### src/sv/cpu_ready_queue_scheduler_assert.svh
// ----------------------------------------------------------------------------
// Assertion macros for the ready-queue scheduler
// Clocked on clk, disabled during rst.
// ----------------------------------------------------------------------------
`ifndef CPU_READY_QUEUE_SCHEDULER_ASSERT_SVH
`define CPU_READY_QUEUE_SCHEDULER_ASSERT_SVH

// same-cycle implication
`define CRQ_ASSERT_IMPL(lbl, ante, cons, msg) \
  lbl: assert property (@(posedge clk) disable iff (rst) (ante) |-> (cons)) \
    else $error(msg);

// next-cycle implication
`define CRQ_ASSERT_NEXT(lbl, ante, cons, msg) \
  lbl: assert property (@(posedge clk) disable iff (rst) (ante) |=> (cons)) \
    else $error(msg);

`endif

### src/sv/crq_pkg.sv
// ----------------------------------------------------------------------------
// crq_pkg
// Shared constants, codes and types of the ready-queue scheduler.
// ----------------------------------------------------------------------------
package crq_pkg;

  localparam int QUEUE_DEPTH = 32;
  localparam int MAX_CPUS    = 16;
  localparam int TIME_BITS   = 16;

  localparam int QIDX_W    = (QUEUE_DEPTH > 1) ? $clog2(QUEUE_DEPTH) : 1;
  localparam int QCNT_W    = $clog2(QUEUE_DEPTH + 1);
  localparam int CPU_IDX_W = (MAX_CPUS > 1) ? $clog2(MAX_CPUS) : 1;
  localparam int CPU_CNT_W = $clog2(MAX_CPUS + 1);

  // fixed field widths
  localparam int REQ_W   = 3;
  localparam int CPU_W   = 4;
  localparam int PROC_W  = 8;
  localparam int TLEFT_W = 16;
  localparam int ACT_W   = 3;
  localparam int SLICE_W = 16;
  localparam int MODE_W  = 2;
  localparam int ACTV_W  = 5;
  localparam int CFG_IDX_W  = 2;
  localparam int CFG_DATA_W = 16;

  typedef enum logic [REQ_W-1:0] {
    REQ_WAKE      = 3'd0,
    REQ_PREEMPT   = 3'd1,
    REQ_YIELD     = 3'd2,
    REQ_TERMINATE = 3'd3,
    REQ_IDLE      = 3'd4
  } req_code_t;

  typedef enum logic [ACT_W-1:0] {
    ACT_DISPATCH = 3'd0,
    ACT_GO_IDLE  = 3'd1,
    ACT_PREEMPT  = 3'd2,
    ACT_NOTHING  = 3'd3,
    ACT_FULL     = 3'd4
  } act_code_t;

  typedef enum logic [MODE_W-1:0] {
    MODE_FIFO = 2'd0,
    MODE_RR   = 2'd1,
    MODE_SRTF = 2'd2
  } mode_code_t;

  typedef enum logic [CFG_IDX_W-1:0] {
    CFG_SCHED_MODE  = 2'd0,
    CFG_SLICE_TICKS = 2'd1,
    CFG_ACTIVE_CPUS = 2'd2
  } cfg_reg_t;

  typedef struct packed {
    logic [PROC_W-1:0]    proc;
    logic [TIME_BITS-1:0] tleft;
  } entry_t;

  // queue control from the sequencer
  typedef struct packed {
    logic              push;
    entry_t            push_data;
    logic              pop;
    logic [QIDX_W-1:0] pop_idx;
    logic [QIDX_W-1:0] rd_addr;
  } qctl_t;

endpackage

### src/sv/crq_req_if.sv
// ----------------------------------------------------------------------------
// crq_req_if
// Scheduler event request channel.
// ----------------------------------------------------------------------------
interface crq_req_if import crq_pkg::*; ();
  logic               valid;
  logic               ready;
  logic [REQ_W-1:0]   req_type;
  logic [CPU_W-1:0]   cpu_index;
  logic [PROC_W-1:0]  proc_id;
  logic [TLEFT_W-1:0] time_left;

  modport source (output valid, req_type, cpu_index, proc_id, time_left, input ready);
  modport sink   (input valid, req_type, cpu_index, proc_id, time_left, output ready);
endinterface

### src/sv/crq_res_if.sv
// ----------------------------------------------------------------------------
// crq_res_if
// Scheduler decision result channel.
// ----------------------------------------------------------------------------
interface crq_res_if import crq_pkg::*; ();
  logic               valid;
  logic               ready;
  logic [ACT_W-1:0]   action;
  logic [CPU_W-1:0]   target_cpu;
  logic [PROC_W-1:0]  run_proc;
  logic [SLICE_W-1:0] run_slice;

  modport source (output valid, action, target_cpu, run_proc, run_slice, input ready);
  modport sink   (input valid, action, target_cpu, run_proc, run_slice, output ready);
endinterface

### src/sv/crq_cfg_if.sv
// ----------------------------------------------------------------------------
// crq_cfg_if
// Configuration register write channel.
// ----------------------------------------------------------------------------
interface crq_cfg_if import crq_pkg::*; ();
  logic                  valid;
  logic                  ready;
  logic [CFG_IDX_W-1:0]  index;
  logic [CFG_DATA_W-1:0] data;

  modport source (output valid, index, data, input ready);
  modport sink   (input valid, index, data, output ready);
endinterface

### src/sv/cpu_ready_queue_scheduler.sv
// ----------------------------------------------------------------------------
// cpu_ready_queue_scheduler
// FIFO / round robin / SRTF dispatcher over a shared ready queue.
// ----------------------------------------------------------------------------
//   port  dir   handshake      contents
//   req   in    valid/ready    req_type, cpu_index, proc_id, time_left
//   res   out   valid/ready    action, target_cpu, run_proc, run_slice
//   cfg   in    valid/ready    index, data (always ready)
//
// One request at a time. A wake-up goes through S_EVAL, then S_CPU_SCAN
// under SRTF, to S_OUT; a dispatch decision goes through S_EVAL, S_DECIDE,
// S_Q_SCAN under SRTF, S_REMOVE and S_OUT. The SRTF scans walk the CPU
// table and the queue one entry per cycle.
// A result waits in the output register; a new request is taken meanwhile.
// rst is synchronous; the queue and CPU table need no clearing pass.
`include "cpu_ready_queue_scheduler_assert.svh"

module cpu_ready_queue_scheduler import crq_pkg::*; (
  input logic       clk,
  input logic       rst,
  crq_req_if.sink   req,
  crq_res_if.source res,
  crq_cfg_if.sink   cfg
);
  typedef enum logic [2:0] {
    S_IDLE, S_EVAL, S_CPU_SCAN, S_DECIDE, S_Q_SCAN, S_REMOVE, S_OUT
  } state_t;

  state_t state;

  logic [MODE_W-1:0]  sched_mode;
  logic [SLICE_W-1:0] slice_ticks;
  logic [ACTV_W-1:0]  active_cpus;

  logic [REQ_W-1:0]     r_type;
  logic [CPU_W-1:0]     r_cpu;
  logic [PROC_W-1:0]    r_proc;
  logic [TIME_BITS-1:0] r_time;

  logic [CPU_CNT_W-1:0] ci;
  logic [QCNT_W-1:0]    qi;
  logic [QIDX_W-1:0]    pick;
  logic [TIME_BITS-1:0] best;
  logic [CPU_IDX_W-1:0] num;
  logic                 found;

  logic [ACT_W-1:0]   p_act;
  logic [CPU_W-1:0]   p_cpu;
  logic [PROC_W-1:0]  p_proc;
  logic [SLICE_W-1:0] p_slice;

  logic                 cpu_busy [MAX_CPUS];
  logic [PROC_W-1:0]    cpu_proc [MAX_CPUS];
  logic [TIME_BITS-1:0] cpu_time [MAX_CPUS];

  qctl_t             q_ctl;
  logic [QCNT_W-1:0] q_count;
  entry_t            q_rd;

  crq_queue u_queue (
    .clk     (clk),
    .rst     (rst),
    .ctl     (q_ctl),
    .count   (q_count),
    .rd_data (q_rd)
  );

  logic                 q_full, cpu_ok, srtf;
  logic [CPU_IDX_W-1:0] cpu_addr, cpu_rd_addr;
  logic [CPU_CNT_W-1:0] n_scan;
  logic                 rd_busy;
  logic [PROC_W-1:0]    rd_proc;
  logic [TIME_BITS-1:0] rd_time;

  assign q_full   = (q_count == QCNT_W'(QUEUE_DEPTH));
  assign cpu_ok   = (32'(r_cpu) < MAX_CPUS);
  assign srtf     = (sched_mode == MODE_SRTF);
  assign cpu_addr = CPU_IDX_W'(r_cpu);
  assign n_scan   = (32'(active_cpus) > MAX_CPUS) ? CPU_CNT_W'(MAX_CPUS)
                                                  : CPU_CNT_W'(active_cpus);
  assign cpu_rd_addr = (state == S_CPU_SCAN) ? CPU_IDX_W'(ci) : cpu_addr;
  assign rd_busy  = cpu_busy[cpu_rd_addr];
  assign rd_proc  = cpu_proc[cpu_rd_addr];
  assign rd_time  = cpu_time[cpu_rd_addr];

  assign req.ready = (state == S_IDLE);
  assign cfg.ready = 1'b1;

  // queue control
  always_comb begin
    q_ctl = '0;
    q_ctl.pop_idx = pick;
    unique case (state)
      S_EVAL: begin
        if (r_type == REQ_WAKE) begin
          q_ctl.push      = !q_full;
          q_ctl.push_data = '{proc: r_proc, tleft: r_time};
        end else if (r_type == REQ_PREEMPT && cpu_ok && rd_busy) begin
          q_ctl.push      = !q_full;
          q_ctl.push_data = '{proc: rd_proc, tleft: rd_time};
        end
      end
      S_Q_SCAN: q_ctl.rd_addr = QIDX_W'(qi);
      S_REMOVE: begin
        q_ctl.rd_addr = pick;
        q_ctl.pop     = 1'b1;
      end
      default: q_ctl.rd_addr = '0;
    endcase
  end

  // config registers
  always_ff @(posedge clk) begin
    if (rst) begin
      sched_mode  <= MODE_FIFO;
      slice_ticks <= SLICE_W'(1);
      active_cpus <= ACTV_W'(1);
    end else if (cfg.valid) begin
      case (cfg.index)
        CFG_SCHED_MODE:  sched_mode  <= cfg.data[MODE_W-1:0];
        CFG_SLICE_TICKS: slice_ticks <= cfg.data[SLICE_W-1:0];
        CFG_ACTIVE_CPUS: active_cpus <= cfg.data[ACTV_W-1:0];
        default: ;
      endcase
    end
  end

  // CPU table payload
  always_ff @(posedge clk) begin
    if (state == S_REMOVE) begin
      cpu_proc[cpu_addr] <= q_rd.proc;
      cpu_time[cpu_addr] <= q_rd.tleft;
    end
  end

  always_ff @(posedge clk) begin
    if (rst) begin
      for (int i = 0; i < MAX_CPUS; i++) cpu_busy[i] <= 1'b0;
    end else if (state == S_EVAL && q_ctl.push && r_type == REQ_PREEMPT) begin
      cpu_busy[cpu_addr] <= 1'b0;
    end else if (state == S_DECIDE && q_count == '0) begin
      cpu_busy[cpu_addr] <= 1'b0;
    end else if (state == S_REMOVE) begin
      cpu_busy[cpu_addr] <= 1'b1;
    end
  end

  // sequencer and output register
  always_ff @(posedge clk) begin
    if (rst) begin
      state     <= S_IDLE;
      res.valid <= 1'b0;
    end else begin
      if (res.valid && res.ready && state != S_OUT) res.valid <= 1'b0;
      unique case (state)
        S_IDLE: begin
          if (req.valid) begin
            r_type <= req.req_type;
            r_cpu  <= req.cpu_index;
            r_proc <= req.proc_id;
            r_time <= TIME_BITS'(req.time_left);
            state  <= S_EVAL;
          end
        end
        S_EVAL: begin
          p_proc  <= '0;
          p_slice <= '0;
          if (r_type == REQ_WAKE) begin
            p_cpu <= '0;
            if (q_full) begin
              p_act <= ACT_FULL;
              state <= S_OUT;
            end else if (srtf) begin
              p_act <= ACT_NOTHING;
              ci    <= '0;
              best  <= r_time;
              found <= 1'b0;
              num   <= '0;
              state <= S_CPU_SCAN;
            end else begin
              p_act <= ACT_NOTHING;
              state <= S_OUT;
            end
          end else if (r_type <= REQ_IDLE && cpu_ok) begin
            if (r_type == REQ_PREEMPT && rd_busy && q_full) begin
              p_act <= ACT_FULL;
              p_cpu <= r_cpu;
              state <= S_OUT;
            end else begin
              p_act <= ACT_NOTHING;
              p_cpu <= '0;
              state <= S_DECIDE;
            end
          end else begin
            p_act <= ACT_NOTHING;
            p_cpu <= '0;
            state <= S_OUT;
          end
        end
        S_CPU_SCAN: begin
          if (ci == n_scan) begin
            if (found) begin
              p_act <= ACT_PREEMPT;
              p_cpu <= CPU_W'(num);
            end
            state <= S_OUT;
          end else if (!rd_busy) begin
            state <= S_OUT;
          end else begin
            if (rd_time > best) begin
              best  <= rd_time;
              num   <= CPU_IDX_W'(ci);
              found <= 1'b1;
            end
            ci <= ci + 1'b1;
          end
        end
        S_DECIDE: begin
          pick <= '0;
          qi   <= QCNT_W'(1);
          best <= q_rd.tleft;
          if (q_count == '0) begin
            p_act <= ACT_GO_IDLE;
            p_cpu <= r_cpu;
            state <= S_OUT;
          end else if (srtf) begin
            state <= S_Q_SCAN;
          end else begin
            state <= S_REMOVE;
          end
        end
        S_Q_SCAN: begin
          if (qi == q_count) begin
            state <= S_REMOVE;
          end else begin
            if (q_rd.tleft < best) begin
              best <= q_rd.tleft;
              pick <= QIDX_W'(qi);
            end
            qi <= qi + 1'b1;
          end
        end
        S_REMOVE: begin
          p_act   <= ACT_DISPATCH;
          p_cpu   <= r_cpu;
          p_proc  <= q_rd.proc;
          p_slice <= (sched_mode == MODE_RR) ? slice_ticks : '0;
          state   <= S_OUT;
        end
        S_OUT: begin
          if (!res.valid || res.ready) begin
            res.valid      <= 1'b1;
            res.action     <= p_act;
            res.target_cpu <= p_cpu;
            res.run_proc   <= p_proc;
            res.run_slice  <= p_slice;
            state          <= S_IDLE;
          end
        end
        default: state <= S_IDLE;
      endcase
    end
  end

  `CRQ_ASSERT_IMPL(a_count_bound, 1'b1, q_count <= QCNT_W'(QUEUE_DEPTH), "queue overfilled")
  `CRQ_ASSERT_IMPL(a_push_room, q_ctl.push, !q_full, "push into full queue")
  `CRQ_ASSERT_IMPL(a_pop_nonempty, q_ctl.pop, q_count != '0, "pop from empty queue")
  `CRQ_ASSERT_NEXT(a_req_eval, req.valid && req.ready, state == S_EVAL, "request not taken")

endmodule

### src/sv/crq_cell.sv
// ----------------------------------------------------------------------------
// crq_cell
// One ready-queue slot: loads a new entry or takes its upper neighbor's.
// ----------------------------------------------------------------------------
module crq_cell import crq_pkg::*; (
  input  logic   clk,
  input  logic   load,
  input  logic   shift,
  input  entry_t din,
  input  entry_t upper,
  output entry_t q
);
  always_ff @(posedge clk) begin
    if (load) begin
      q <= din;
    end else if (shift) begin
      q <= upper;
    end
  end
endmodule

### src/sv/crq_queue.sv
// ----------------------------------------------------------------------------
// crq_queue
// Ready queue as a chain of cells with fill count; removal closes the gap.
// ----------------------------------------------------------------------------
module crq_queue import crq_pkg::*; (
  input  logic              clk,
  input  logic              rst,
  input  qctl_t             ctl,
  output logic [QCNT_W-1:0] count,
  output entry_t            rd_data
);
  entry_t cell_q [QUEUE_DEPTH];

  for (genvar k = 0; k < QUEUE_DEPTH; k++) begin : g_cell
    entry_t upper;
    if (k == QUEUE_DEPTH - 1) begin : g_top
      assign upper = '0;
    end else begin : g_mid
      assign upper = cell_q[k+1];
    end
    crq_cell u_cell (
      .clk   (clk),
      .load  (ctl.push && (count == QCNT_W'(k))),
      .shift (ctl.pop && (QIDX_W'(k) >= ctl.pop_idx)),
      .din   (ctl.push_data),
      .upper (upper),
      .q     (cell_q[k])
    );
  end

  assign rd_data = cell_q[ctl.rd_addr];

  always_ff @(posedge clk) begin
    if (rst) begin
      count <= '0;
    end else if (ctl.push) begin
      count <= count + 1'b1;
    end else if (ctl.pop) begin
      count <= count - 1'b1;
    end
  end
endmodule
### src/flat_wrapper.sv
// flat-port wrapper written by rule: the top's interface ports become plain ports
module cpu_ready_queue_scheduler_flat import crq_pkg::*;
  (clk, rst, req_valid, req_req_type, req_cpu_index, req_proc_id, req_time_left, req_ready, res_valid, res_action, res_target_cpu, res_run_proc, res_run_slice, res_ready, cfg_valid, cfg_index, cfg_data, cfg_ready);
  crq_req_if req_i ();
  crq_res_if res_i ();
  crq_cfg_if cfg_i ();
  input logic clk;
  input logic rst;
  input wire logic [$bits(req_i.valid)-1:0] req_valid;
  input wire logic [$bits(req_i.req_type)-1:0] req_req_type;
  input wire logic [$bits(req_i.cpu_index)-1:0] req_cpu_index;
  input wire logic [$bits(req_i.proc_id)-1:0] req_proc_id;
  input wire logic [$bits(req_i.time_left)-1:0] req_time_left;
  output wire logic [$bits(req_i.ready)-1:0] req_ready;
  output wire logic [$bits(res_i.valid)-1:0] res_valid;
  output wire logic [$bits(res_i.action)-1:0] res_action;
  output wire logic [$bits(res_i.target_cpu)-1:0] res_target_cpu;
  output wire logic [$bits(res_i.run_proc)-1:0] res_run_proc;
  output wire logic [$bits(res_i.run_slice)-1:0] res_run_slice;
  input wire logic [$bits(res_i.ready)-1:0] res_ready;
  input wire logic [$bits(cfg_i.valid)-1:0] cfg_valid;
  input wire logic [$bits(cfg_i.index)-1:0] cfg_index;
  input wire logic [$bits(cfg_i.data)-1:0] cfg_data;
  output wire logic [$bits(cfg_i.ready)-1:0] cfg_ready;
  assign req_i.valid = req_valid;
  assign req_i.req_type = req_req_type;
  assign req_i.cpu_index = req_cpu_index;
  assign req_i.proc_id = req_proc_id;
  assign req_i.time_left = req_time_left;
  assign req_ready = req_i.ready;
  assign res_valid = res_i.valid;
  assign res_action = res_i.action;
  assign res_target_cpu = res_i.target_cpu;
  assign res_run_proc = res_i.run_proc;
  assign res_run_slice = res_i.run_slice;
  assign res_i.ready = res_ready;
  assign cfg_i.valid = cfg_valid;
  assign cfg_i.index = cfg_index;
  assign cfg_i.data = cfg_data;
  assign cfg_ready = cfg_i.ready;
  cpu_ready_queue_scheduler u_core (.clk(clk), .rst(rst), .req(req_i), .res(res_i), .cfg(cfg_i));
endmodule
### config.mk
export PLATFORM = sky130hd
export DESIGN_NAME = cpu_ready_queue_scheduler_flat
export DESIGN_NICKNAME = d
export VERILOG_FILES = /design/src/sv/crq_pkg.sv /design/src/sv/crq_req_if.sv /design/src/sv/crq_res_if.sv /design/src/sv/crq_cfg_if.sv /design/src/sv/cpu_ready_queue_scheduler.sv /design/src/sv/crq_cell.sv /design/src/sv/crq_queue.sv /design/src/flat_wrapper.sv
export VERILOG_INCLUDE_DIRS = /design/src /design/src/sv
export SDC_FILE = /design/constraint.sdc
export NUM_CORES = 2
export LEC_CHECK = 0
export BUFFER_PORTS_ARGS = -buffer_cell sky130_fd_sc_hd__buf_2
export CORE_ASPECT_RATIO = 2
export CORE_MARGIN = 4
export CORE_UTILIZATION = 65
export DETAILED_ROUTE_END_ITERATION = 8
export PLACE_DENSITY = 0.79
export SYNTH_ARGS = -nofsm -noshare
export SYNTH_HDL_FRONTEND = slang
export SYNTH_SLANG_ARGS = --single-unit
### constraint.sdc
create_clock -name clk -period 14 [get_ports clk]
set_input_delay 0 -clock clk [delete_from_list [all_inputs] [get_ports clk]]
set_output_delay 0 -clock clk [all_outputs]
set_load 0.02 [all_outputs]
After elaboration in Yosys (flattened, before gate mapping)
Memories as Yosys holds them, arrays and structs flattened.
Index checks and enable logic that the tools add are counted.
W data, S select, Z words.
{"block": "totals", "register_bits": 931, "mem_bits_rw": 400, "inputBits": 54, "out_inout_bits": 34, "word_cells": 490, "memories": 3}
{"block": "op_classes", "add_sub_neg": 4, "n_lt_le_gt_ge": 37, "eq_ne": 61, "mux": 163, "bitwise_logic": 4, "reduce_logical": 130}
{"memory": "u_core.cpu_time", "words": 16, "word_bits": 16, "read_ports": 1, "rd_clocked_by_memory_dff": 0, "wr": 1, "line": "cpu_ready_queue_scheduler.sv:54", "text": "logic [TIME_BITS-1:0] cpu_time [MAX_CPUS];"}
{"memory": "u_core.cpu_proc", "words": 16, "word_bits": 8, "read_ports": 1, "rd_clocked_by_memory_dff": 0, "wr": 1, "line": "cpu_ready_queue_scheduler.sv:53", "text": "logic [PROC_W-1:0] cpu_proc [MAX_CPUS];"}
{"memory": "u_core.cpu_busy", "words": 16, "word_bits": 1, "read_ports": 1, "rd_clocked_by_memory_dff": 0, "wr": 16, "line": "cpu_ready_queue_scheduler.sv:52", "text": "logic cpu_busy [MAX_CPUS];"}
{"operator": "$mux W24", "count": 66}
{"operator": "$mux W16", "count": 9}
{"operator": "$bmux W24 S5", "count": 1}
{"operator": "$eq A6 B5 Y1 const B", "count": 16}
{"operator": "$ge A5 B5 Y1 const A", "count": 16}
{"operator": "$mux W25", "count": 3}
{"operator": "$reduce_bool A2 Y1", "count": 36}
{"operator": "$logic_and A1 B1 Y1", "count": 71}
{"operator": "$pmux W16 S4", "count": 1}
{"operator": "$mux W4", "count": 14}
{"operator": "$mux W3", "count": 18}
{"operator": "$eq A6 B4 Y1 const B", "count": 8}
{"operator": "$ge A4 B5 Y1 const A", "count": 8}
{"operator": "$mux W5", "count": 8}
{"operator": "$pmux W16 S2", "count": 1}
{"operator": "$pmux W5 S2", "count": 3}
{"operator": "$mux W1", "count": 29}
{"operator": "$eq A6 B3 Y1 const B", "count": 4}
{"operator": "$pmux W3 S7", "count": 1}
{"operator": "$ge A3 B5 Y1 const A", "count": 4}
{"operator": "$mux W6", "count": 3}
{"operator": "$gt A16 B16 Y1", "count": 1}
{"operator": "$lt A16 B16 Y1", "count": 1}
{"operator": "$ne A2 B2 Y1 const B", "count": 8}
{"operator": "43 further kinds", "count": 69}

Depth between registers and ports, before layout
An unclocked memory read counts as a cell.
{"block": "logic_depth", "word_depth": 16, "mapped_depth": 23, "depth_no_buf": 17}

Modules after synthesis
From an unflattened synthesis, not the netlist that was laid out.
{"block": "unflattened", "hier_cells": 4522, "hier_area_um2": 66762.8}
{"module": "crq_cell", "instances": 32, "cells_each": 52, "area_per_inst_um2": 1119.8, "seq_area_each_um2": 720.7}
{"module": "cpu_ready_queue_scheduler", "instances": 1, "cells_each": 1840, "area_per_inst_um2": 23349.9, "seq_area_each_um2": 16455.8}
{"module": "crq_queue", "instances": 1, "cells_each": 1018, "area_per_inst_um2": 7578.5, "seq_area_each_um2": 120.1}

Worst setup path before layout
OpenSTA, ideal clock, no wires.
{"block": "synth_path", "path_type": "register to register", "from": "reg u_core.pick[1]", "to": "reg u_core.best[0], enable pin", "setup_ns": 0.414, "arrival_ns": 5.892, "t_required_ns": 13.586, "slack_ns": 7.694, "stages_incl_launch_ff": 20, "path_buffers": 4, "synth_period_minus_slack_ns": 6.306, "cell_sequence": "edfxtp_1 clkbuf_1 mux2_2 nand2_1 clkbuf_1 clkbuf_1 buf_1 a211oi_1 a311oi_1 o31ai_1 o21ai_0 ha_1 a21o_1 a21o_1 a21o_1 a211oi_1 o21a_1 o211ai_1 and3_1 a211oi_1"}
{"item": "start: declaration", "line": "cpu_ready_queue_scheduler.sv:42", "text": "logic [QIDX_W-1:0] pick;"}
{"item": "start signal: assignment", "line": "cpu_ready_queue_scheduler.sv:238", "text": "pick <= QIDX_W'(qi);"}
{"item": "end signal: assignment", "line": "cpu_ready_queue_scheduler.sv:176", "text": "best <= r_time;"}
{"item": "end signal: assignment", "line": "cpu_ready_queue_scheduler.sv:211", "text": "best <= rd_time;"}
{"item": "end signal: assignment", "line": "cpu_ready_queue_scheduler.sv:221", "text": "best <= q_rd.tleft;"}
{"item": "end: declaration", "line": "cpu_ready_queue_scheduler.sv:43", "text": "logic [TIME_BITS-1:0] best;"}

==> results.yml <==
logic_synthesis:
  syn_inst: 5003
  synth_cell_types: 86
  async_flop_share_pct: 0
  synth_area_leaders: "edfxtp_1 59%, mux2_2 5.6%, mux2_4 5.5%, mux2i_1 3.7%, nand2_1 3.6%"
  synth_edf_count: 1298
  synth_top_area_cell: "edfxtp_1"
  netlist_area_um2: 66400
  avgSynthCellArea_um2: 13.3
  synth_top_cell_area_share_pct: 58.7
  ys_seq_area_share_pct: 59.7
  synth_ff_type: "edfxtp_1"
  ys_ff_latch: 1331
  synth_fp_nets: 5095
  ys_warn_count: 0
final_layout:
  layout-drive-gt1-share_pct: 21.2
  nets: 5083
  instances_no_fill: 6419
  syn2layout_area_growth_pct: 8.70
  fillers: 6478
  stdcell_area_um2: 72200
  multiInputGateArea_um2: 24500
  register_area_um2: 39600
timing:
  fin_tns_setup_ns: 0
  fin_skew_ns: 0.0326
  rsz0062_at_grt: "no"
  hold_violations: 0
  fmax_mhz: 136
  min_period_over_period_pct: 52.3
  setup_violations: 0
  maxSlewHeadroom_pct: 0.236
  layout_setup_ws_ns: 6.67
  slew_violations: 0
  layout_min_cycle_time_ns: 7.33
  worstMarginPinSlew_ns: 1.50
setup_path:
  cp_max_fo: 54
  slowest_delay_ns: 0.95
  path_buf_inv: 4
  worstSetupStartpointType: "flip-flop"
  crit_top_cell: "buf_4"
  cp.required_ns: 14.41
  crit_slowest_cell: "mux2i_1"
  crit_chain: "nor2b_4, buf_4, buf_4, and2_4, buf_4, nand2_1, a311oi_1, or3_1, o31ai_1, mux2i_1, ha_1, a21o_1, a21oi_1, nor2_1, a211oi_1, o211ai_1, and3_1, a211oi_2, buf_4"
  critPathCaptureType: "flip-flop"
  critPathKind: "reg -> reg"
  cp_data_arrival_time_ns: 7.73
  critical_path.top_delay_family: "buffers and inverters"
grt:
  grt.overflow.total: 0
  grt_max_degree: 230
  antenna_found_initial: 1
  grt_pass1_wl_um: 281000
  track_usage_pct: 34.8
  grt_pass1_vias: 46100
power_and_ir_drop:
  power.leakage_uw: 0.0258
  p_total_uw: 11400
  pwr-share-seq_pct: 43.7
  netSwitchingPower_uw: 3830
  vdd_ir_drop_max_mv: 0.148
  p_clk_share_pct: 27.7
  power.internal_uw: 7580
  switching_share_pct: 33.6
  pwr-share-comb_pct: 28.6
  p_per_area_nw_per_um2: 158
place:
  dpl_cell_area_um2: 67400
  hpwl_um: 117000
  place_inst: 6102
  place_ws_ns: 6.91
  place_congestion: 0.908
  numPortBuffers: 86
clocking:
  post_cts_resized: 0
  cts_tree: "built"
  htreeDepth: 3
  clkLatencyLatePin_ns: 0.75
  cts_buffers: 110
  clk_pin_slew_worst_paths_ns: 0.08
  root_buffer: "clkbuf_16"
  clock-sinks: 1331
  cts_max_path_buffers: 3
floorplan:
  die_y_um: 460
  placementRows: 165
  initial_core_util_pct: 65.6
  io_pins: 88
  die_area_um2: 108000
  core_um2: 101000
  die_width_um: 234
route:
  vias: 45600
  viasPerCell: 7.10
  drc: 0
  wl_per_cell_um: 29.7
  wl_um: 191000
  dr.pass1.iters: 8
  dr.first_iter.drc_count: 5744
  antenna_left: 0
min_path:
  hold_path_class: "in -> reg"
outcome:
  status: "finished, final reports clean"
job:
  maxCapViolations: 0
[cell usage after synthesis (all sizes together), types with 38 or more instances]
library cell	count
edfxtp	1298
mux2	662
nand2	633
mux2i	248
clkbuf	233
buf	224
and3	220
nor2	204
a211oi	193
a311oi	179
a21oi	160
nand3	105
nor3	61
o21ai	61
inv	48
or3	42
a21o	39
ha	38
[metrics by stage]
stage | hold slack (ns) | util [%]
floorplan | 0.0989 | -
global route | 0.0672 | 71.3
detailed placement | 0.178 | 66.7
global placement | 0.177 | 66.7
CTS | 0.0344 | 71.3
finish | 0.0857 | 71.3
[placed cells by master (no fill, tap or decap), types with 113 or more instances in the layout]
cell	instances
a211oi_1	191
and3_1	220
a311oi_1	179
buf_4	132
mux2_4	242
dlygate4sd3_1	113
nand2_1	631
a21oi_1	156
mux2i_1	246
nor2_1	183
mux2_2	327
edfxtp_1	1298
[what timing repair did]
item                                   CTS  global route
hold buffers                           113             0
setup buffers                            0             0
endpoints found under the hold margin   60             0
[worst paths after layout]
check	start	end	slack, ns	depth (start not counted)
worst max register to register	u_core.state[2]	u_core.best[7]	6.67	19
worst max-delay path	u_core.state[2]	u_core.best[7]	6.67	19
worst min-delay path	req_time_left[15]	u_core.r_time[15]	0.09	2
worst min register to register	u_core.p_proc[0]	u_core.res.run_proc[0]	0.42	0
[cell type report]
type	count	area share, %
antenna	2	0.00694
clock buffer	142	4.08
sequential	1331	54.9
inverter	48	0.250
timing repair buffer	333	3.59
multi-input combinational	3167	33.9
clock inverter	60	0.879
tap	1336	2.32
[logic make-up (layout without fill, tap and decap cells)]
family,after synthesis,count (layout),synth area share [%]
adder cells (fa/ha/maj),38,38,0.716
flip-flops,1331,1331,59.7
multiplexers,912,912,16.4
AND/OR/NAND/NOR,1403,1403,9.99
AO/OA/AOI/OAI,796,796,8.91
XOR/XNOR,17,17,0.224
buffers and inverters,505,583,4.02
other,1,3,0.00565
[state kept, by name, indices dropped and copies added (netlist names), 6 cells and up]
name	cells
u_core.best	16
u_core.cpu_busy	16
u_core.cpu_proc	128
u_core.cpu_time	256
u_core.p_proc	8
u_core.p_slice	16
u_core.qi	6
u_core.r_proc	8
u_core.r_time	16
u_core.res.run_proc	8
u_core.res.run_slice	16
u_core.slice_ticks	16
u_core.u_queue.count	6
u_core.u_queue.g_cell.u_cell.q	768
[routing by layer]
metal	global-route usage (%)	share of wire [%]
met2	60.0	51
met5	0	0
met3	5.18	8.5
met4	23.1	7.8
met1	39.7	33
[power groups by stage]
stage / Combinational, µW / Clock [µW] / Sequential [µW]
global placement: 3050 / 0 / 5050
global route: 3420 / 3320 / 4990
CTS: 3170 / 3160 / 4980
floorplan: 2110 / 0 / 5000
finish: 3260 / 3160 / 4990
detailed placement: 3130 / 0 / 5060
Power figures use the tool's default switching activity.
